==> src/sv/assert_macros.svh <==
// ----------------------------------------------------------------------------
// Assertion macros
// Shared concurrent assertion forms, clocked on clk and quiet during reset.
// ----------------------------------------------------------------------------
`ifndef ASSERT_MACROS_SVH
`define ASSERT_MACROS_SVH

// The property must hold at every rising clock edge outside reset.
`define ASSERT_CLK(lbl, prop, msg) \
	lbl: assert property (@(posedge clk) disable iff (!arst_n) (prop)) else $error(msg);

// The expression must never be true outside reset.
`define ASSERT_NEVER(lbl, expr, msg) \
	`ASSERT_CLK(lbl, !(expr), msg)

`endif

==> src/sv/tmte_pkg.sv <==
// ----------------------------------------------------------------------------
// Text-mode terminal engine package
// Operation and control codes, command and result words, engine states.
// ----------------------------------------------------------------------------
package tmte_pkg;

	typedef enum logic [1:0] {
		OP_PUT   = 2'd0,
		OP_READ  = 2'd1,
		OP_CLEAR = 2'd2
	} op_t;

	localparam logic [7:0] CHAR_BS    = 8'h08;
	localparam logic [7:0] CHAR_TAB   = 8'h09;
	localparam logic [7:0] CHAR_LF    = 8'h0a;
	localparam logic [7:0] CHAR_CR    = 8'h0d;
	localparam logic [7:0] CHAR_SPACE = 8'h20;
	localparam logic [7:0] RESET_ATTR = 8'h07;

	typedef enum logic [2:0] {
		CMD_PRINT,
		CMD_BS,
		CMD_TAB,
		CMD_LF,
		CMD_CR,
		CMD_READ,
		CMD_CLEAR,
		CMD_NOP
	} cmd_kind_t;

	typedef struct packed {
		cmd_kind_t   kind;
		logic [7:0]  character;
		logic [10:0] cell_index;
	} cmd_t;

	typedef struct packed {
		logic full;
		logic empty;
	} q_stat_t;

	localparam int QUEUE_DEPTH = 2;
	localparam int QPW = $clog2(QUEUE_DEPTH);

	typedef struct packed {
		logic        scrolled;
		logic [6:0]  cursor_column;
		logic [4:0]  cursor_row;
		logic [15:0] cell_value;
	} res_t;

	typedef enum logic [2:0] {
		ST_INIT,
		ST_IDLE,
		ST_EXEC,
		ST_WRITE,
		ST_BLANK,
		ST_RDWAIT,
		ST_FILL,
		ST_RESP
	} back_state_t;

endpackage

==> src/sv/tmte_queue.sv <==
// ----------------------------------------------------------------------------
// Command queue
// Short queue of decoded commands between the front and the back.
// ----------------------------------------------------------------------------
module tmte_queue (
	input  logic              clk,
	input  logic              arst_n,
	input  logic              push,
	input  tmte_pkg::cmd_t    push_cmd,
	input  logic              pop,
	output tmte_pkg::cmd_t    head,
	output tmte_pkg::q_stat_t stat
);

	tmte_pkg::cmd_t         entry_q [tmte_pkg::QUEUE_DEPTH];
	logic [tmte_pkg::QPW-1:0] wr_ptr_q;
	logic [tmte_pkg::QPW-1:0] rd_ptr_q;
	logic [tmte_pkg::QPW:0]   count_q;

	always_comb begin
		stat.full  = (count_q == (tmte_pkg::QPW + 1)'(tmte_pkg::QUEUE_DEPTH));
		stat.empty = (count_q == '0);
		head       = entry_q[rd_ptr_q];
	end

	always_ff @(posedge clk or negedge arst_n) begin
		if (!arst_n) begin
			wr_ptr_q <= '0;
			rd_ptr_q <= '0;
			count_q  <= '0;
		end else begin
			if (push) begin
				wr_ptr_q <= wr_ptr_q + 1'b1;
			end
			if (pop) begin
				rd_ptr_q <= rd_ptr_q + 1'b1;
			end
			if (push && !pop) begin
				count_q <= count_q + 1'b1;
			end else if (pop && !push) begin
				count_q <= count_q - 1'b1;
			end
		end
	end

	always_ff @(posedge clk) begin
		if (push) begin
			entry_q[wr_ptr_q] <= push_cmd;
		end
	end

endmodule

==> config.mk <==
export PLATFORM = sky130hd
export DESIGN_NAME = tmte_queue
export DESIGN_NICKNAME = d
export VERILOG_FILES = /design/src/sv/assert_macros.svh /design/src/sv/tmte_pkg.sv /design/src/sv/tmte_queue.sv
export SDC_FILE = /design/constraint.sdc
export NUM_CORES = 1
export LEC_CHECK = 0
export BUFFER_PORTS_ARGS = -buffer_cell sky130_fd_sc_hd__buf_2
export CAP_MARGIN = 30
export CORE_UTILIZATION = 50
export DETAILED_ROUTE_END_ITERATION = 16
export PLACE_DENSITY = 0.77
export SETUP_SLACK_MARGIN = 0.2
export SYNTH_ARGS = -nofsm -noshare
export SYNTH_HDL_FRONTEND = slang
export SYNTH_SLANG_ARGS = --single-unit
==> constraint.sdc <==
create_clock -name clk -period 2.1 [get_ports clk]
set_input_delay 0.21 -clock clk [delete_from_list [all_inputs] [get_ports clk]]
set_output_delay 0.21 -clock clk [all_outputs]
set_load 0.01 [all_outputs]
==> summary.md <==
| Metric | Value |
|---|---|
| Status | finished, final reports clean |
| Global-route wire length before repair | 4030 microns |
| Fin crit share | 78.1% |
| Fill cells | 279 |
| CTS clk-pin slew, worst paths | 0.13 ns |
| Library cells used by synthesis | 11 |
| PwrDens | 1240 nW/um^2 |
| Buf/Inv on CP | 2 |
| 1st-pass router iterations | 2 |
| Area occupied by multi-input gates | 333 sq um |
| Antenna Nets Post-Route | 0 |
| Final WS setup | 0.459 ns |
| Initial Util | 52.9% |
| Antenna diode count | 0 |
| Hold WC Path Type | in2reg |
| DRT iter0 DRCs | 21 |
| # rows | 21 |
| Clk buf depth | 2 |
| Final setup vio count | 0 |
| Syn nets | 111 |
| Critical path type | reg2out |
| Commonest non-fill, non-tap cell in the layout | buf_2 |
| WL per Instance | 14.4 microns |
| Port bufs | 49 |
| Estimated wirelength of the detail-placed design | 1990 microns |
| Placer Congestion | 0.659 |
| Dpl cells | 183 |
| Layout cells sized above 1 | 58.2% |
| Die height | 61.6 microns |
| Drt total wl | 2770 microns |
| Synthesized flop and latch total | 48 |
| Slowest stage delay, CP | 0.37 ns |
| Die area | 3800 sq um |
| Slew Limit Fails | 0 |
| Pin count of the biggest net entering global routing | 15 |
| CTS root buf | clkbuf_4 |
| Fmax | 609 MHz |
| # clock sinks | 48 |
| Via count | 942 |
| Core area | 3360 sq um |
| Num CTS Buffers | 5 |
| Cell chain of the critical path | buf_4 -> mux2_2 -> buf_2 |
| Post-Syn Area | 1780 sq um |
| Htree depth | 2 |
| Post-Syn Area per Cell | 21.2 sq um |
| Cells after Synth | 84 |
| Post-place setup slack | 0.847 ns |
| Initial antenna violation count | 0 |
| Post-CTS Setup Bufs | 0 |
| Slew Limit Headroom | 89.0% |
| Max FO, Critical Path | 12 |
| DR vias/cell | 4.91 |
| Max-Cap Viols | 0 |
| Tightest Pin Transition | 0.165 ns |
| I/O Pins | 50 |
| Area grow syn2layout | 23.3% |
| Setup repair after global routing missed its margin | false |
| Fin Setup TNS | 0 ns |
| Worst Setup End Kind | output pin |
| Number of global-route vias before repair | 877 |
| Die Wd | 61.6 microns |
| Global Route Usage Sum | 15.9% |
| Sequential cell area fraction in the yosys report | 79.9% |
| DRC Markers | 0 |
| Remaining Overflow, GRT | 0 |
| Worst Clk Skew | 0.00343 ns |
| Critical Path RT | 1.89 ns |
| Slowest stage cell, crit path | dfrtp_1 |
| Clock tree from TritonCTS | yes |
| Nets@finish | 172 |
| Synthesis Warnings | 0 |
| Worst Hold Slack | 0.0419 ns |
| Leakage Power | 0.862 nW |
| Cts repair resizes | 0 |
| Storage cell area | 1420 sq um |
| Final Non-Filler Cells | 192 |
| Critical path's top delay family | flip-flops |
| Commonest non-fill, non-tap cells in the layout | buf_2 (49), edfxtp_1 (44), mux2_2 (22) |
| Peak supply drop | 697 uV |
| Power, Total | 2.72 mW |
| Final Hold Fails | 0 |
| Clock latency at the later pin of the worst-skew pair | 0.35 ns |
| CP arrival | 1.43 ns |
| Setup crit start kind | flip-flop |
| Minimum clock period | 1.64 ns |
[registers in the layout (all words and copies together), names as in the netlist]
name / count
rd_ptr_q: 1
entry_q: 44
count_q: 2
wr_ptr_q: 1
[synth_stat cells]
cell,n,area (sq um)
nor2_1,2,7.51
and2_1,1,6.26
inv_1,1,3.75
dfrtp_1,4,100
edfxtp_1,44,1320
xor2_1,4,35.0
nor2b_1,2,12.5
mux2_2,22,248
ha_1,1,12.5
xnor2_1,1,8.76
buf_6,2,22.5
[cells by family after synthesis]
| group | synth area share [%] |
|---|---|
| DFF | 79.9 |
| muxes | 13.9 |
| xor gates and xnor gates | 2.46 |
| and+or+nand+nor | 1.48 |
| buffers and inverters | 1.48 |
| adders and majority gates | 0.704 |
[what timing repair did]
action,in CTS,in global routing
setup endpoints to repair,0,0
hold buffers,1,0
endpoints found under the hold margin,4,0
[worst reg2reg max path, stage by stage, from the launching register on]
cell	delay [ns]
dfrtp_1	0.44
nor2b_2	0.16
buf_4	0.22
[metal layers]
layer / GRT usage, % / wire length [microns] / vias up
met3: 7.56 / 228 / 4
li1: - / - / 444
met2: 26.3 / 1360 / 39
met1: 18.7 / 1150 / 455
met5: 0 / 0 / -
met4: 4.76 / 22 / 0
[final timing paths]
path,from,end,slack [ns],depth (start not counted)
worst max-delay path,rd_ptr_q$_DFFE_PN0P_,head[19],0.46,3
worst min-delay path,push_cmd[0],entry_q[0][0]$_DFFE_PP_,0.04,1
worst max register to register,wr_ptr_q$_DFFE_PN0P_,entry_q[0][16]$_DFFE_PP_,1.00,2
worst min register to register,count_q[1]$_DFFE_PN0P_,count_q[1]$_DFFE_PN0P_,0.51,1
max in group asynchronous,arst_n,wr_ptr_q$_DFFE_PN0P_,1.79,2
min in group asynchronous,arst_n,count_q[1]$_DFFE_PN0P_,0.19,2
[through the flow]
stage / util (%) / area, sq um
4_1_cts: 65.2 / 2190
3_3_place_gp: 62.6 / 2110
3_5_place_dp: 62.6 / 2110
6_report: 65.2 / 2190
2_1_floorplan: - / 1780
5_1_grt: 65.2 / 2190
[area by class of cell]
type	instances	share of cell area, %
Clock buffer	6	1.88
Timing Repair Buffer	56	13.7
Sequential cell	48	64.8
Inverter	1	0.171
Tap cell	46	2.63
Clock inverter	2	1.60
Multi-Input combinational cell	33	15.2
[power by group]
group / internal (mW) / switching, mW / leakage [nW]
clock: 0.250 / 0.272 / 0.0422
combinational: 0.428 / 0.428 / 0.361
sequential: 1.27 / 0.0711 / 0.460
total: 1.95 / 0.770 / 0.862
Power figures use the tool's default switching activity.
