[config.mk]
export PLATFORM = sky130hd
export DESIGN_NAME = tmte_front
export DESIGN_NICKNAME = d
export VERILOG_FILES = /design/src/sv/assert_macros.svh /design/src/sv/tmte_pkg.sv /design/src/sv/tmte_front.sv
export SDC_FILE = /design/constraint.sdc
export NUM_CORES = 1
export LEC_CHECK = 0
export CAP_MARGIN = 20
export CORE_AREA = 5 5 42 44
export DETAILED_ROUTE_END_ITERATION = 10
export DIE_AREA = 0 0 47 49
export DONT_BUFFER_PORTS = 1
export SKIP_LAST_GASP = 1
export SLEW_MARGIN = 20
export SYNTH_ARGS = -nofsm -noshare
export SYNTH_HDL_FRONTEND = slang
export SYNTH_SLANG_ARGS = --single-unit
[constraint.sdc]
create_clock -name vclk -period 0.9
set_input_delay 0.09 -clock vclk [all_inputs]
set_output_delay 0.09 -clock vclk [all_outputs]
set_load 0.01 [all_outputs]
[src/sv/assert_macros.svh]
// ----------------------------------------------------------------------------
// Assertion macros
// Shared concurrent assertion forms, clocked on clk and quiet during reset.
// ----------------------------------------------------------------------------
`ifndef ASSERT_MACROS_SVH
`define ASSERT_MACROS_SVH

// The property must hold at every rising clock edge outside reset.
`define ASSERT_CLK(lbl, prop, msg) \
	lbl: assert property (@(posedge clk) disable iff (!arst_n) (prop)) else $error(msg);

// The expression must never be true outside reset.
`define ASSERT_NEVER(lbl, expr, msg) \
	`ASSERT_CLK(lbl, !(expr), msg)

`endif

[src/sv/tmte_pkg.sv]
// ----------------------------------------------------------------------------
// Text-mode terminal engine package
// Operation and control codes, command and result words, engine states.
// ----------------------------------------------------------------------------
package tmte_pkg;

	typedef enum logic [1:0] {
		OP_PUT   = 2'd0,
		OP_READ  = 2'd1,
		OP_CLEAR = 2'd2
	} op_t;

	localparam logic [7:0] CHAR_BS    = 8'h08;
	localparam logic [7:0] CHAR_TAB   = 8'h09;
	localparam logic [7:0] CHAR_LF    = 8'h0a;
	localparam logic [7:0] CHAR_CR    = 8'h0d;
	localparam logic [7:0] CHAR_SPACE = 8'h20;
	localparam logic [7:0] RESET_ATTR = 8'h07;

	typedef enum logic [2:0] {
		CMD_PRINT,
		CMD_BS,
		CMD_TAB,
		CMD_LF,
		CMD_CR,
		CMD_READ,
		CMD_CLEAR,
		CMD_NOP
	} cmd_kind_t;

	typedef struct packed {
		cmd_kind_t   kind;
		logic [7:0]  character;
		logic [10:0] cell_index;
	} cmd_t;

	typedef struct packed {
		logic full;
		logic empty;
	} q_stat_t;

	localparam int QUEUE_DEPTH = 2;
	localparam int QPW = $clog2(QUEUE_DEPTH);

	typedef struct packed {
		logic        scrolled;
		logic [6:0]  cursor_column;
		logic [4:0]  cursor_row;
		logic [15:0] cell_value;
	} res_t;

	typedef enum logic [2:0] {
		ST_INIT,
		ST_IDLE,
		ST_EXEC,
		ST_WRITE,
		ST_BLANK,
		ST_RDWAIT,
		ST_FILL,
		ST_RESP
	} back_state_t;

endpackage

[src/sv/tmte_front.sv]
// ----------------------------------------------------------------------------
// Terminal front end
// Accepts input words and sorts them into command kinds for the queue.
// ----------------------------------------------------------------------------
module tmte_front (
	input  logic              s_tvalid,
	output logic              s_tready,
	input  logic [23:0]       s_tdata,
	input  logic [1:0]        s_tuser,
	input  tmte_pkg::q_stat_t q_stat,
	output logic              push,
	output tmte_pkg::cmd_t    push_cmd
);

	logic [7:0] character;

	assign character = s_tdata[7:0];
	assign s_tready  = !q_stat.full;
	assign push      = s_tvalid && !q_stat.full;

	always_comb begin
		push_cmd.character  = character;
		push_cmd.cell_index = s_tdata[18:8];
		unique case (tmte_pkg::op_t'(s_tuser))
			tmte_pkg::OP_PUT: begin
				unique case (character)
					tmte_pkg::CHAR_BS:  push_cmd.kind = tmte_pkg::CMD_BS;
					tmte_pkg::CHAR_TAB: push_cmd.kind = tmte_pkg::CMD_TAB;
					tmte_pkg::CHAR_LF:  push_cmd.kind = tmte_pkg::CMD_LF;
					tmte_pkg::CHAR_CR:  push_cmd.kind = tmte_pkg::CMD_CR;
					default:            push_cmd.kind = tmte_pkg::CMD_PRINT;
				endcase
			end
			tmte_pkg::OP_READ:  push_cmd.kind = tmte_pkg::CMD_READ;
			tmte_pkg::OP_CLEAR: push_cmd.kind = tmte_pkg::CMD_CLEAR;
			default:            push_cmd.kind = tmte_pkg::CMD_NOP;
		endcase
	end

endmodule

==> impl_metrics.csv, run 1 <==
group,metric,value,unit
routing,drt-vias-per-instance,4.44,
power,p_leak,0.0771,nW
layout,nFlopsAndLatches,0,
floorplan,fp.dieW,47,µm
timing,relSlewSlack,82.6,%
layout,seqCellArea,0,µm²
routing,postRouteAntennaNets,0,
outcome,violations,"negative setup slack",
setup_path,crit_fanout,2,
floorplan,io_pins,53,
placement,globalplace.congestion,0.650,
setup_path,crit_type,"in2out",
routing,wire_per_inst,16.1,µm
synth,avgSynthCellArea,7.76,µm²
setup_path,crit_start,"s_tdata[5]",
global_route,antenna_found_initial,0,
floorplan,fp.coreArea,0.00140,mm²
worst_hold_path,min-delay-start,"s_tdata[18]",
floorplan,start_util,19.4,%
setup_path,worstPathArrival,0.84,ns
synth,yosys-top-cells-area,"buf_4 53%, ha_1 9.2%, nor4b_4 8.8%, o31ai_1 5.5%, inv_1 4.1%",
floorplan,die_area,0.00230,mm²
synth,syn_area,272,µm²
worst_hold_path,hold_path_class,"in2out",
routing,wirelength,549,µm
routing,initialDrtViolationCount,1,
synth,yosys.area.top_type,"buf_4",
routing,routed-via-count,151,
power,ir_drop,0.0590,mV
setup_path,critPathCaptureType,"output port",
timing,setup_viol,2,
power,power.density,334,mW/mm²
routing,drc,0,
timing,slew_viol_final,0,
layout,num-fill-cells,165,
layout,drive_gt1_share,55.6,%
layout,clkbuf_count,0,
synth,ys_types,12,
placement,place_ws,-0.0859,ns
synth,syn_nets,66,
global_route,grt_usage,4.28,%
timing,finalSetupTns,-0.0321,ns
placement,io_buffer_count,0,
setup_path,critPathLaunchType,"input port",
layout,area_delta_synth_final,-17.5,%
floorplan,fp.dieH,49,µm
routing,firstDrtPassIters,2,
timing,fmax,1070,MHz
floorplan,fp-row-count,14,
timing,fin_ws,-0.0313,ns
timing,min_period,0.931,ns
setup_path,crit_required,0.81,ns
global_route,grt_pass1_wl,772,µm
synth,synth_top_area_share,52.5,%
layout,diodes,0,
timing,hold_viol_final,0,
outcome,status,"finished, violations left",
synth,ys_seq_area_share,0,%
timing,post-route-period-util,103,%
layout,final_cell_mix,"2 x inv_2, 2 x a21oi_1, 2 x o31ai_4, 2 x buf_4",
flow_run,max_cap_violations,0,
timing,tightest_slew,0.259,ns
timing,rsz0062_at_grt,"yes",
global_route,grt_max_degree,5,
synth,syn_inst,35,
global_route,overflow,0,
layout,nNetsFinal,51,
synth,yosys_warnings,0,
global_route,grt_pass1_vias,139,
cts,cts_hold_buf,0,
==> metrics by stage <==
stage                     instance area, µm²  util [%]  cells  hold slack (ns)  power [W]
after floorplan                          282         -     35            0.224   0.000134
after global placement                   166      11.9     33            0.180  0.0000548
after detailed placement                 166      11.9     33            0.180  0.0000541
after CTS                                224      16.0     34            0.180  0.0000756
after global routing                     224      16.0     34            0.180  0.0000812
final                                    224      16.0     34            0.180  0.0000749
==> cell type report <==
| class | instances | area (µm²) | area share, % |
|---|---|---|---|
| multi-input combinational | 13 | 178 | 79.3 |
| inverter | 3 | 11.3 | 5.03 |
| timing repair buffer | 2 | 15.0 | 6.70 |
| tap | 16 | 20.0 | 8.94 |
==> per-layer routing <==
layer,wire length [µm],global-route usage [%]
met1,157,3.48
met2,245,6.33
met3,142,5.17
met4,4,1.38
met5,0,0
==> final timing paths <==
check                          end  slack, ns  depth (start not counted)
worst max-delay path  push_cmd[20]      -0.03                          3
worst min-delay path  push_cmd[10]       0.18                          0
==> kinds of logic (layout without fill, tap and decap cells) <==
group                    after synthesis  after routing  share of synthesized area [%]
buffers and inverters                 22              5                           56.7
AO/OA/AOI/OAI                          5              5                           12.9
AND/OR/NAND/NOR                        5              5                           18.0
adder cells (fa/ha/maj)                2              2                           9.22
XOR/XNOR                               1              1                           3.23
==> what timing repair did <==
action                     4_1_cts  5_1_grt
pin swaps                        4        1
setup buffers                    1        0
gates resized for setup          9        0
setup endpoints to repair        3        3
==> cell usage after synthesis <==
cell / instances
ha_1: 2
inv_1: 3
nand3_1: 1
nor2_1: 1
nor2b_1: 1
o31ai_1: 2
xnor2_1: 1
nor4bb_1: 1
nor4b_4: 1
a311o_1: 1
a21oi_1: 2
buf_4: 19
==> critical path, stage by stage <==
cell	delay [ns]
nor4b_4	0.29
nand3_2	0.17
o31ai_4	0.29
==> report_power, final <==
part	total, W	leakage [nW]	switching, W	internal (W)
Sequential	0	0	0	0
Combinational	0.0000749	0.0771	0.0000362	0.0000387
Clock	0	0	0	0
Total	0.0000749	0.0771	0.0000362	0.0000387
(Power assumes the default switching activity.)
==> run 2: changes to the inputs <==
==> constraint.sdc (replaced) <==
create_clock -name vclk -period 0.9
set_input_delay 0.135 -clock vclk [all_inputs]
set_output_delay 0.135 -clock vclk [all_outputs]
set_load 0.01 [all_outputs]
==> run 2 against run 1 <==
Combinational power fell by 0.7%. Fmax is 8.5% lower. Clock-buffer cell count unchanged. Setup slack worse by 0.086 ns. The run still ends with negative setup slack left. First-iteration DRC count decreased by 100%. Largest cell class unchanged. Routed wire length shrank 17%. Highest routed layer is now met3. Cell count down 2.9%.
==> impl_metrics.csv, run 2 (synthesis results as in run 1) <==
group,metric,value,unit
outcome,status,"finished, violations left",
outcome,violations,"negative setup slack",
floorplan,fp.dieH,49,µm
layout,final_cells,33,
routing,drt-vias-per-instance,4.12,
layout,drive_gt1_share,52.9,%
timing,rsz0062_at_grt,"yes",
placement,globalplace.congestion,0.630,
timing,post-route-period-util,113,%
routing,wire_per_inst,13.8,µm
timing,whs,0.270,ns
timing,min_period,1.02,ns
timing,hold_viol_final,0,
setup_path,critPathLaunchType,"input port",
placement,io_buffer_count,0,
layout,seqCellArea,0,µm²
timing,fmax,983,MHz
floorplan,start_util,19.4,%
power,ir_drop,0.0433,mV
timing,fin_ws,-0.117,ns
timing,slew_viol_final,0,
routing,routed-via-count,136,
routing,drc,0,
layout,diodes,0,
layout,area_delta_synth_final,-16.1,%
cts,post_cts.repair.setup_buffers,0,
global_route,grt_usage,3.23,%
timing,tightest_slew,0.306,ns
worst_hold_path,hold_path_class,"in2out",
power,power.density,327,mW/mm²
layout,clkbuf_count,0,
setup_path,critPathCaptureType,"output port",
layout,nNetsFinal,50,
setup_path,crit_start,"s_tdata[5]",
floorplan,die_area,0.00230,mm²
floorplan,fp.dieW,47,µm
floorplan,io_pins,53,
setup_path,worstPathArrival,0.88,ns
routing,wirelength,454,µm
floorplan,fp-row-count,14,
global_route,grt_pass1_wl,579,µm
global_route,overflow,0,
setup_path,crit_required,0.76,ns
floorplan,fp.coreArea,0.00140,mm²
routing,initialDrtViolationCount,0,
routing,postRouteAntennaNets,0,
global_route,grt_max_degree,5,
timing,setup_viol,2,
timing,relSlewSlack,79.5,%
setup_path,crit_type,"in2out",
setup_path,slowest_delay,0.30,ns
flow_run,max_cap_violations,0,
layout,mostFrequentLayoutCell,"a21oi_1",
layout,nFlopsAndLatches,0,
layout,num-fill-cells,161,
cts,cts_hold_buf,0,
placement,dp.cells,33,
setup_path,crit_fanout,2,
global_route,grt_pass1_vias,115,
routing,firstDrtPassIters,1,
setup_path,cp_slowest_cell,"nor4b_4",
global_route,antenna_found_initial,0,
power,total_power,0.0000744,W
setup_path,path_cells,"nor4b_4 > nand3_2 > o31ai_2",
placement,post-dp-hpwl,415,µm
timing,finalSetupTns,-0.221,ns
power,p_leak,0.0753,nW
setup_path,crit_path_end,"push_cmd[19]",
==> run 2: cell count changes in the layout (fill, tap and decap cells not counted), sizes merged <==
cell  previous run  this run
buf              2         1
==> run 2: area by class of cell <==
cell class	instances	area (µm²)	area share [%]
Tap cell	16	20.0	8.79
Multi-Input combinational cell	13	169	74.2
Timing Repair Buffer	1	7.51	3.30
Inverter	3	31.3	13.7
==> run 2: metrics by stage <==
step	area (µm²)	utilization, %	setup WS [ns]
global route	228	16.3	-0.197
detailed placement	183	13.0	-0.152
global placement	183	13.0	-0.142
finish	228	16.3	-0.117
floorplan	298	-	-0.0755
CTS	228	16.3	-0.152
==> run 2: layer usage <==
| layer | part of all wire, % | wire [µm] | GRT usage (%) |
|---|---|---|---|
| met3 | 29 | 132 | 2.95 |
| met4 | 0 | 0 | 0 |
| met5 | 0 | 0 | 0 |
| met2 | 46 | 208 | 4.98 |
| met1 | 25 | 112 | 3.48 |
==> run 2: what timing repair did <==
item | in CTS | in global routing
setup endpoints to repair | 3 | 3
resized for setup | 10 | 0
pin swaps | 2 | 2
endpoints found under the hold margin | 0 | 0
==> run 2: worst max-delay path, delay by kind of cell <==
family,cells,cell delay (ns)
compound gates,1,0.30
simple gates,2,0.45
==> run 2: power by group <==
part | switching, W | internal [W]
Clock | 0 | 0
Sequential | 0 | 0
Combinational | 0.0000342 | 0.0000403
Total | 0.0000342 | 0.0000403
==> run 2: how the worst min path moves through the flow <==
| stage | slack, ns | end | from | cells past startpoint |
|---|---|---|---|---|
| 2_1_floorplan | 0.31 | s_tready | q_stat[1] | 1 |
| 3_3_place_gp | 0.27 | push_cmd[0] | s_tdata[8] | 0 |
| 3_5_place_dp | 0.27 | push_cmd[0] | s_tdata[8] | 0 |
| 4_1_cts | 0.27 | push_cmd[0] | s_tdata[8] | 0 |
| 5_1_grt | 0.27 | push_cmd[1] | s_tdata[9] | 0 |
| 6_report | 0.27 | push_cmd[1] | s_tdata[9] | 0 |
